## config.mk

```make
export PLATFORM = sky130hd
export DESIGN_NAME = baro_pressure_compensate_smooth_core
export DESIGN_NICKNAME = d
export VERILOG_FILES = /design/src/rtl/bpcs_pkg.sv /design/src/rtl/bpcs_serial_mul.sv /design/src/rtl/bpcs_smooth.sv /design/src/rtl/baro_pressure_compensate_smooth_core.sv
export SDC_FILE = /design/constraint.sdc
export NUM_CORES = 1
export LEC_CHECK = 0
export ABC_CLOCK_PERIOD_IN_PS = 5200
export BUFFER_PORTS_ARGS = -buffer_cell sky130_fd_sc_hd__buf_2
export CORE_UTILIZATION = 38
export DETAILED_ROUTE_END_ITERATION = 8
export HOLD_SLACK_MARGIN = 0.1
export PLACE_DENSITY_LB_ADDON = 0.1
export SLEW_MARGIN = 20
export SYNTH_ARGS = -nofsm -noshare
export SYNTH_HDL_FRONTEND = slang
export SYNTH_HIERARCHICAL = 1
export SYNTH_SLANG_ARGS = --single-unit
```

## constraint.sdc

```tcl
create_clock -name clock -period 5.2 [get_ports clock]
set_input_delay 0.26 -clock clock [delete_from_list [all_inputs] [get_ports clock]]
set_output_delay 0.26 -clock clock [all_outputs]
set_load 0.02 [all_outputs]
```

## src/rtl/bpcs_pkg.sv

```systemverilog
// Shared types and constants of the barometer compensation and smoothing core.
`timescale 1ns / 1ps
`default_nettype none

package bpcs_pkg;

   // Field widths.
   localparam int IN_W     = 24;
   localparam int ADC_BITS = 24;
   localparam int COEF_W   = 16;
   localparam int WARM_W   = 8;
   localparam int PRESS_W  = 17;
   localparam int TEMP_W   = 15;

   // Internal arithmetic widths.
   localparam int DT_W     = IN_W + 1;
   localparam int PROD_W   = 60;
   localparam int MPLIER_W = IN_W;
   localparam int OFF_W    = 36;
   localparam int SENS_W   = 35;
   localparam int P_W      = 24;
   localparam int TSUM_W   = 24;

   // Stream packing.
   localparam int REQ_DATA_W = 48;
   localparam int RSP_DATA_W = 72;
   localparam int CSR_IDX_W  = 3;

   localparam logic [IN_W-1:0] ADC_MASK = IN_W'((64'd1 << ADC_BITS) - 64'd1);

   // Compensation constants.
   localparam int SH_TEMP  = 23;
   localparam int SH_OFF   = 7;
   localparam int SH_SENS  = 8;
   localparam int SH_PRESS = 21;
   localparam int SH_FINAL = 15;

   localparam logic signed [TSUM_W-1:0] TEMP_BASE = 24'sd2000;
   localparam logic signed [TSUM_W-1:0] TEMP_MIN  = -24'sd4000;
   localparam logic signed [TSUM_W-1:0] TEMP_MAX  = 24'sd8500;
   localparam logic [PRESS_W-1:0]       PRESS_MAX = 17'd131071;

   // Register indexes.
   localparam logic [CSR_IDX_W-1:0] CSR_COEF_SENS      = 3'd0;
   localparam logic [CSR_IDX_W-1:0] CSR_COEF_OFFSET    = 3'd1;
   localparam logic [CSR_IDX_W-1:0] CSR_COEF_SENS_TC   = 3'd2;
   localparam logic [CSR_IDX_W-1:0] CSR_COEF_OFFSET_TC = 3'd3;
   localparam logic [CSR_IDX_W-1:0] CSR_COEF_TREF      = 3'd4;
   localparam logic [CSR_IDX_W-1:0] CSR_COEF_TSENS     = 3'd5;
   localparam logic [CSR_IDX_W-1:0] CSR_WARMUP         = 3'd6;

   // Register reset values.
   localparam logic [COEF_W-1:0] RST_COEF_SENS      = 16'd40127;
   localparam logic [COEF_W-1:0] RST_COEF_OFFSET    = 16'd36924;
   localparam logic [COEF_W-1:0] RST_COEF_SENS_TC   = 16'd23317;
   localparam logic [COEF_W-1:0] RST_COEF_OFFSET_TC = 16'd23282;
   localparam logic [COEF_W-1:0] RST_COEF_TREF      = 16'd33464;
   localparam logic [COEF_W-1:0] RST_COEF_TSENS     = 16'd28312;
   localparam logic [WARM_W-1:0] RST_WARMUP         = 8'd50;

   typedef enum logic [2:0] {
      ST_IDLE,
      ST_TEMP,
      ST_OFF,
      ST_SENS,
      ST_PRESS,
      ST_OUT
   } state_type;

   typedef struct packed {
      logic                     start;
      logic signed [PROD_W-1:0] mcand;
      logic [MPLIER_W-1:0]      mplier;
   } mul_req_type;

   typedef struct packed {
      logic                     busy;
      logic                     done;
      logic signed [PROD_W-1:0] prod;
   } mul_rsp_type;

   typedef struct packed {
      logic               settled;
      logic [PRESS_W-1:0] start;
      logic [PRESS_W-1:0] smooth;
      logic [PRESS_W-1:0] comp;
   } smooth_out_type;

endpackage

`default_nettype wire

```

## src/rtl/bpcs_serial_mul.sv

```systemverilog
// Bit-serial shift-add multiplier: signed multiplicand times unsigned multiplier.
`timescale 1ns / 1ps
`default_nettype none

module bpcs_serial_mul (
   input  wire logic                 clock,
   input  wire logic                 reset,
   input  wire bpcs_pkg::mul_req_type mul_req,
   output bpcs_pkg::mul_rsp_type     mul_rsp
);

   logic                               busy_ff, busy_in;
   logic signed [bpcs_pkg::PROD_W-1:0] acc_ff, acc_in;
   logic signed [bpcs_pkg::PROD_W-1:0] mcand_ff, mcand_in;
   logic [bpcs_pkg::MPLIER_W-1:0]      mplier_ff, mplier_in;

   // The product is complete once every set multiplier bit has been consumed.
   assign mul_rsp.busy = busy_ff;
   assign mul_rsp.done = busy_ff && (mplier_ff == '0);
   assign mul_rsp.prod = acc_ff;

   always_comb begin
      busy_in   = busy_ff;
      acc_in    = acc_ff;
      mcand_in  = mcand_ff;
      mplier_in = mplier_ff;
      if (mul_req.start) begin
         busy_in   = 1'b1;
         acc_in    = '0;
         mcand_in  = mul_req.mcand;
         mplier_in = mul_req.mplier;
      end else if (busy_ff) begin
         if (mplier_ff == '0) begin
            busy_in = 1'b0;
         end else begin
            if (mplier_ff[0]) begin
               acc_in = acc_ff + mcand_ff;
            end
            mcand_in  = mcand_ff <<< 1;
            mplier_in = mplier_ff >> 1;
         end
      end
   end

   always_ff @(posedge clock) begin
      if (reset) begin
         busy_ff <= 1'b0;
      end else begin
         busy_ff <= busy_in;
      end
      acc_ff    <= acc_in;
      mcand_ff  <= mcand_in;
      mplier_ff <= mplier_in;
   end

endmodule

`default_nettype wire

```

## src/rtl/bpcs_smooth.sv

```systemverilog
// Pressure saturation, quarter-weight smoothing and warm-up tracking.
`timescale 1ns / 1ps
`default_nettype none

module bpcs_smooth (
   input  wire logic                               clock,
   input  wire logic                               reset,
   input  wire logic                               load,
   input  wire logic signed [bpcs_pkg::P_W-1:0]    press,
   input  wire logic [bpcs_pkg::WARM_W-1:0]        warmup_samples,
   output bpcs_pkg::smooth_out_type                smooth_out
);

   logic [bpcs_pkg::PRESS_W-1:0] smooth_ff, smooth_in;
   logic [bpcs_pkg::PRESS_W-1:0] start_ff, start_in;
   logic [bpcs_pkg::WARM_W-1:0]  warm_ff, warm_in;
   logic                         done_ff, done_in;
   logic [bpcs_pkg::PRESS_W-1:0] comp;
   logic [bpcs_pkg::PRESS_W+1:0] filt_sum;

   always_comb begin
      priority if (press < 0) begin
         comp = '0;
      end else if (press > signed'(bpcs_pkg::P_W'(bpcs_pkg::PRESS_MAX))) begin
         comp = bpcs_pkg::PRESS_MAX;
      end else begin
         comp = press[bpcs_pkg::PRESS_W-1:0];
      end

      // new + 3 * old, then divided by four.
      filt_sum = {2'b00, comp} + {1'b0, smooth_ff, 1'b0} + {2'b00, smooth_ff};

      smooth_in = smooth_ff;
      start_in  = start_ff;
      warm_in   = warm_ff;
      done_in   = done_ff;
      if (!done_ff && (warm_ff < warmup_samples)) begin
         warm_in   = warm_ff + 1'b1;
         smooth_in = comp;
         start_in  = comp;
      end else begin
         done_in   = 1'b1;
         smooth_in = filt_sum[bpcs_pkg::PRESS_W+1:2];
      end

      smooth_out.comp    = comp;
      smooth_out.smooth  = smooth_in;
      smooth_out.start   = start_in;
      smooth_out.settled = done_in;
   end

   always_ff @(posedge clock) begin
      if (reset) begin
         smooth_ff <= '0;
         start_ff  <= '0;
         warm_ff   <= '0;
         done_ff   <= 1'b0;
      end else if (load) begin
         smooth_ff <= smooth_in;
         start_ff  <= start_in;
         warm_ff   <= warm_in;
         done_ff   <= done_in;
      end
   end

endmodule

`default_nettype wire

```

## src/rtl/baro_pressure_compensate_smooth_core.sv

```systemverilog
// Top level of the barometer compensation and smoothing core.
//
// Each item carries one raw pressure and temperature conversion pair and
// yields one result: compensated pressure, smoothed pressure, start
// reference, temperature in 0.01 degC and the settled flag. All four
// products of the compensation go through one bit-serial shift-add
// multiplier that consumes one multiplier bit per cycle and stops as soon
// as the remaining multiplier bits are zero, so an item finishes sooner
// when the top bits of the coefficients or of the raw pressure are zero.
// A result that is still waiting in the output register holds the next
// one back until it is taken. A new item is taken as soon as the
// previous result has moved into the output register, even if that result
// is still waiting to be taken. Configuration writes are always ready and
// should be issued only while no item is in flight.
`timescale 1ns / 1ps
`default_nettype none

module baro_pressure_compensate_smooth_core (
   input  wire logic                                 clock,
   input  wire logic                                 reset,
   // Bits from low: pressure_raw[23:0], temperature_raw[47:24].
   input  wire logic [bpcs_pkg::REQ_DATA_W-1:0]      req_tdata,
   input  wire logic                                 req_tvalid,
   output logic                                      req_tready,
   // Bits from low: pressure_comp[16:0], pressure_smooth[33:17],
   // pressure_start[50:34], temp_centi[65:51], settled[66], zero fill.
   output logic [bpcs_pkg::RSP_DATA_W-1:0]           rsp_tdata,
   output logic                                      rsp_tvalid,
   input  wire logic                                 rsp_tready,
   input  wire logic                                 csr_valid,
   output logic                                      csr_ready,
   input  wire logic [bpcs_pkg::CSR_IDX_W-1:0]       csr_index,
   input  wire logic [bpcs_pkg::COEF_W-1:0]          csr_data
);

   localparam int IN_W   = bpcs_pkg::IN_W;
   localparam int DT_W   = bpcs_pkg::DT_W;
   localparam int PROD_W = bpcs_pkg::PROD_W;
   localparam int COEF_W = bpcs_pkg::COEF_W;

   // Configuration registers.
   logic [COEF_W-1:0]           c1_ff, c2_ff, c3_ff, c4_ff, c5_ff, c6_ff;
   logic [bpcs_pkg::WARM_W-1:0] warmup_ff;

   bpcs_pkg::state_type               state_ff, state_in;
   logic [IN_W-1:0]                   d1_ff, d1_in;
   logic signed [DT_W-1:0]            dt_ff, dt_in;
   logic signed [bpcs_pkg::TEMP_W-1:0] temp_ff, temp_in;
   logic signed [bpcs_pkg::OFF_W-1:0] off_ff, off_in;
   logic signed [bpcs_pkg::P_W-1:0]   p_ff, p_in;
   logic                              rsp_valid_ff, rsp_valid_in;
   logic [bpcs_pkg::RSP_DATA_W-1:0]   rsp_data_ff, rsp_data_in;

   logic [IN_W-1:0]                   d1_raw, d2_raw;
   logic signed [DT_W-1:0]            dt_calc;
   logic signed [bpcs_pkg::TSUM_W-1:0] temp_sum;
   logic signed [bpcs_pkg::SENS_W-1:0] sens_calc;
   logic signed [PROD_W-1:0]          p_wide;
   logic                              req_accept;
   logic                              out_load;

   bpcs_pkg::mul_req_type    mul_req;
   bpcs_pkg::mul_rsp_type    mul_rsp;
   bpcs_pkg::smooth_out_type smooth_out;

   bpcs_serial_mul u_mul (
      .clock   (clock),
      .reset   (reset),
      .mul_req (mul_req),
      .mul_rsp (mul_rsp)
   );

   bpcs_smooth u_smooth (
      .clock          (clock),
      .reset          (reset),
      .load           (out_load),
      .press          (p_ff),
      .warmup_samples (warmup_ff),
      .smooth_out     (smooth_out)
   );

   assign csr_ready  = 1'b1;
   assign req_tready = (state_ff == bpcs_pkg::ST_IDLE);
   assign req_accept = req_tvalid && req_tready;
   assign rsp_tvalid = rsp_valid_ff;
   assign rsp_tdata  = rsp_data_ff;

   always_ff @(posedge clock) begin
      if (reset) begin
         c1_ff     <= bpcs_pkg::RST_COEF_SENS;
         c2_ff     <= bpcs_pkg::RST_COEF_OFFSET;
         c3_ff     <= bpcs_pkg::RST_COEF_SENS_TC;
         c4_ff     <= bpcs_pkg::RST_COEF_OFFSET_TC;
         c5_ff     <= bpcs_pkg::RST_COEF_TREF;
         c6_ff     <= bpcs_pkg::RST_COEF_TSENS;
         warmup_ff <= bpcs_pkg::RST_WARMUP;
      end else if (csr_valid && csr_ready) begin
         unique case (csr_index)
            bpcs_pkg::CSR_COEF_SENS:      c1_ff <= csr_data;
            bpcs_pkg::CSR_COEF_OFFSET:    c2_ff <= csr_data;
            bpcs_pkg::CSR_COEF_SENS_TC:   c3_ff <= csr_data;
            bpcs_pkg::CSR_COEF_OFFSET_TC: c4_ff <= csr_data;
            bpcs_pkg::CSR_COEF_TREF:      c5_ff <= csr_data;
            bpcs_pkg::CSR_COEF_TSENS:     c6_ff <= csr_data;
            bpcs_pkg::CSR_WARMUP:         warmup_ff <= csr_data[bpcs_pkg::WARM_W-1:0];
            default: begin
            end
         endcase
      end
   end

   always_comb begin
      d1_raw  = req_tdata[IN_W-1:0] & bpcs_pkg::ADC_MASK;
      d2_raw  = req_tdata[2*IN_W-1:IN_W] & bpcs_pkg::ADC_MASK;
      dt_calc = signed'({1'b0, d2_raw}) - signed'({1'b0, c5_ff, 8'd0});

      // Every arithmetic right shift below is a floor division.
      temp_sum  = bpcs_pkg::TSUM_W'(mul_rsp.prod >>> bpcs_pkg::SH_TEMP) + bpcs_pkg::TEMP_BASE;
      sens_calc = bpcs_pkg::SENS_W'(signed'({1'b0, c1_ff, 15'd0}))
                + bpcs_pkg::SENS_W'(mul_rsp.prod >>> bpcs_pkg::SH_SENS);
      p_wide    = (mul_rsp.prod >>> bpcs_pkg::SH_PRESS) - PROD_W'(off_ff);

      state_in     = state_ff;
      d1_in        = d1_ff;
      dt_in        = dt_ff;
      temp_in      = temp_ff;
      off_in       = off_ff;
      p_in         = p_ff;
      rsp_valid_in = rsp_valid_ff && !rsp_tready;
      rsp_data_in  = rsp_data_ff;
      out_load     = 1'b0;
      mul_req.start  = 1'b0;
      mul_req.mcand  = PROD_W'(dt_ff);
      mul_req.mplier = '0;

      unique case (state_ff)
         bpcs_pkg::ST_IDLE: begin
            if (req_accept) begin
               d1_in          = d1_raw;
               dt_in          = dt_calc;
               mul_req.start  = 1'b1;
               mul_req.mcand  = PROD_W'(dt_calc);
               mul_req.mplier = bpcs_pkg::MPLIER_W'(c6_ff);
               state_in       = bpcs_pkg::ST_TEMP;
            end
         end
         bpcs_pkg::ST_TEMP: begin
            if (mul_rsp.done) begin
               priority if (temp_sum < bpcs_pkg::TEMP_MIN) begin
                  temp_in = bpcs_pkg::TEMP_W'(bpcs_pkg::TEMP_MIN);
               end else if (temp_sum > bpcs_pkg::TEMP_MAX) begin
                  temp_in = bpcs_pkg::TEMP_W'(bpcs_pkg::TEMP_MAX);
               end else begin
                  temp_in = bpcs_pkg::TEMP_W'(temp_sum);
               end
               mul_req.start  = 1'b1;
               mul_req.mplier = bpcs_pkg::MPLIER_W'(c4_ff);
               state_in       = bpcs_pkg::ST_OFF;
            end
         end
         bpcs_pkg::ST_OFF: begin
            if (mul_rsp.done) begin
               off_in = bpcs_pkg::OFF_W'(signed'({1'b0, c2_ff, 16'd0}))
                      + bpcs_pkg::OFF_W'(mul_rsp.prod >>> bpcs_pkg::SH_OFF);
               mul_req.start  = 1'b1;
               mul_req.mplier = bpcs_pkg::MPLIER_W'(c3_ff);
               state_in       = bpcs_pkg::ST_SENS;
            end
         end
         bpcs_pkg::ST_SENS: begin
            if (mul_rsp.done) begin
               mul_req.start  = 1'b1;
               mul_req.mcand  = PROD_W'(sens_calc);
               mul_req.mplier = d1_ff;
               state_in       = bpcs_pkg::ST_PRESS;
            end
         end
         bpcs_pkg::ST_PRESS: begin
            if (mul_rsp.done) begin
               p_in     = bpcs_pkg::P_W'(p_wide >>> bpcs_pkg::SH_FINAL);
               state_in = bpcs_pkg::ST_OUT;
            end
         end
         bpcs_pkg::ST_OUT: begin
            // Wait until the output register is free or being emptied.
            if (!rsp_valid_ff || rsp_tready) begin
               out_load     = 1'b1;
               rsp_valid_in = 1'b1;
               rsp_data_in  = {5'd0, smooth_out.settled, temp_ff, smooth_out.start,
                               smooth_out.smooth, smooth_out.comp};
               state_in     = bpcs_pkg::ST_IDLE;
            end
         end
         default: begin
            state_in = bpcs_pkg::ST_IDLE;
         end
      endcase
   end

   always_ff @(posedge clock) begin
      if (reset) begin
         state_ff     <= bpcs_pkg::ST_IDLE;
         rsp_valid_ff <= 1'b0;
      end else begin
         state_ff     <= state_in;
         rsp_valid_ff <= rsp_valid_in;
      end
      d1_ff       <= d1_in;
      dt_ff       <= dt_in;
      temp_ff     <= temp_in;
      off_ff      <= off_in;
      p_ff        <= p_in;
      rsp_data_ff <= rsp_data_in;
   end

   // A finished product only ever arrives while a compensation phase waits for it.
   assert property (@(posedge clock) disable iff (reset)
      mul_rsp.done |-> (state_ff != bpcs_pkg::ST_IDLE && state_ff != bpcs_pkg::ST_OUT))
      else $error("multiplier finished outside a compensation phase");

   // The shared multiplier is free whenever a new item can be accepted.
   assert property (@(posedge clock) disable iff (reset)
      (state_ff == bpcs_pkg::ST_IDLE) |-> !mul_rsp.busy)
      else $error("multiplier busy while idle");

   // A result still waiting to be taken is never overwritten.
   assert property (@(posedge clock) disable iff (reset)
      (state_ff == bpcs_pkg::ST_OUT && rsp_valid_ff && !rsp_tready)
         |=> (state_ff == bpcs_pkg::ST_OUT))
      else $error("result register overwritten while stalled");

endmodule

`default_nettype wire

```

==> flow_summary.yaml <==
global_routing:
  grt_usage_pct: 21.2
  grt_pass1_vias: 21751
  grt_overflow: 0
  antenna_found_initial: 2
  grt_max_degree: 148
  grt_pass1_wl_um: 124000
floorplan:
  ios: 147
  die-area_um2: 74300
  start_util_pct: 38.7
  core_area_um2: 72000
  die_y_um: 273
  die_w_um: 273
  num_rows: 98
cts:
  clock_path_buffers: 3
  clock_latency_ns: 0.63
  clock_sinks: 487
  holdBufCountCts: 50
  cts_tree: "yes"
  h-tree-depth: 2
  clk_pin_slew_worst_paths_ns: 0.06
  cts_root_buf: "clkbuf_16"
  cts_setup_buffers: 0
  cts_buffers: 55
  cts_resized: 0
run_status:
  outcome: "finished, final reports clean"
placed_design:
  placed_cell_area_um2: 29500
  io_buffers: 140
  dp.cells: 3911
  hpwlAfterDp_um: 57900
  place_congestion: 0.891
critical_path:
  timing.rr.end: "u_smooth/smooth_ff[15]"
  cp_slowest_cell: "fa_1"
  path_max_fanout: 15
  path_class: "reg -> reg"
  cp_data_required_time_ns: 5.73
  crit_path_start_kind: "flop"
  cp_cell_sequence: "nor4_4, nand2_1, nor2_1, nor2_1, fa_1, fa_1, a211oi_1, o211ai_1, a221o_1, a221oi_1, xnor2_1, nand2_1, a311oi_1"
  crit_path_end_kind: "flop"
  max_stage_delay_ns: 0.55
  reg2reg_from: "p_ff[17]"
  ff2ff_setup_slack_ns: 0.43
  critPathArrivalTime_ns: 5.30
  reg2reg_depth: 13
synth:
  syn_inst: 2920
  synth_area_um2: 27800
  ys_warn_count: 6
  syn_area_per_cell_um2: 9.53
timing:
  fmax_mhz: 210
  tightest_slew_ns: 1.08
  period_minus_slack_ns: 4.77
  skew_ns: 0.0434
  relSlewSlack_pct: 28.2
  setup_violations: 0
  drv_slew: 0
  setup_tns_ns: 0
  rsz0062_at_grt: "no"
  period_share_pct: 91.7
  hold_viol: 0
detailed_routing:
  wl_um: 80400
  drtAntennaViolNets: 0
  num_vias: 22144
  drc: 0
  wl_per_cell_um: 19.7
  drt_iter0_markers: 1467
  firstDrtPassIters: 6
  viasPerCell: 5.44
min_path:
  hold_path_depth: 3
  hold_end: "dt_ff[13]"
  hold_class: "in -> reg"
  min_from: "req_tdata[37]"
finish:
  final_cell_area_um2: 31900
  stdcell_count: 4069
  syn2layout_area_growth_pct: 14.8
  final_layout_size_suffix_gt1_share_pct: 12.6
  nets: 3332
  final_cell_mix: "nand2_1 (499), edfxtp_1 (275), a21oi_1 (253)"
  final_common_cell: "nand2_1"
flow_run:
  max_cap_violations: 0
power_and_ir_drop:
  leakage_nw: 13.3
  powerDensity_nw_per_um2: 344
  ir_worst_vdd_mv: 0.267
==> area by class of cell <==
| cell class | count | area (um2) |
|---|---|---|
| well taps | 950 | 1190 |
| repair buffers | 231 | 1550 |
| clock buffers | 78 | 1590 |
| inverters | 133 | 500 |
| fillers | 7019 | 40000 |
| flip-flops and latches | 487 | 12500 |
| clock inverters | 26 | 272 |
| multi-input cells | 2161 | 14300 |
| diodes | 3 | 7.51 |
==> routing by layer <==
layer | vias to the layer above | GRT usage, % | part of all wire [%]
met5 | - | 0 | 0.034
met4 | 4 | 6.71 | 2.9
met3 | 128 | 2.90 | 4.0
met2 | 501 | 35.5 | 47
met1 | 10709 | 28.3 | 46
li1 | 10802 | - | -
==> sequential cells by signal (all words and copies together), names as in the netlist, 3 cells and up <==
register and count:
d1_ff 24, u_smooth/warm_ff 8, c1_ff 16, temp_ff 15, state_ff 3, warmup_ff 8
off_ff 36, c3_ff 16, u_mul/acc_ff 60, c2_ff 16, p_ff 24, u_smooth/smooth_ff 17
dt_ff 25, rsp_tdata 67, c6_ff 16, c4_ff 16, u_mul/mplier_ff 24, u_smooth/start_ff 17
u_mul/mcand_ff 60, c5_ff 16
==> report_power, final <==
part | leakage [nW] | internal [W] | switching, W
Combinational | 8.07 | 0.000978 | 0.00142
Clock | 0.920 | 0.00233 | 0.00166
Sequential | 4.32 | 0.00439 | 0.000216
Total | 13.3 | 0.00769 | 0.00330
==> through the flow <==
step	util (%)	hold WS, ns	worst slack, ns	total power, W
3_5_place_dp	41.0	0.405	0.592	0.00704
6_report	44.4	0.159	0.433	0.0110
3_3_place_gp	41.0	0.408	0.670	0.00701
5_1_grt	44.4	0.151	0.198	0.0115
4_1_cts	44.3	0.126	0.455	0.0111
2_1_floorplan	-	0.329	0.134	0.00635
==> worst max-delay path, delay by kind of cell, from the launching register on <==
| kind | cells | cell delay [ns] |
|---|---|---|
| xor+xnor | 1 | 0.16 |
| simple gates | 5 | 1.37 |
| flops | 1 | 0.42 |
| compound gates | 5 | 1.66 |
| fa+ha+maj | 2 | 1.05 |
==> worst max path at each step <==
stage                           start                endpoint  slack, ns  depth (start not counted)
after global routing         p_ff[17]  u_smooth/smooth_ff[15]       0.20                         13
after CTS                    p_ff[17]  u_smooth/smooth_ff[15]       0.46                         13
after detailed placement     p_ff[17]  u_smooth/smooth_ff[15]       0.59                         13
after floorplan           state_ff[2]     u_smooth/warm_ff[2]       0.13                         10
final                        p_ff[17]  u_smooth/smooth_ff[15]       0.43                         13
after global placement       p_ff[17]  u_smooth/smooth_ff[15]       0.67                         13
No activity file was read; power rests on OpenSTA's default activity.
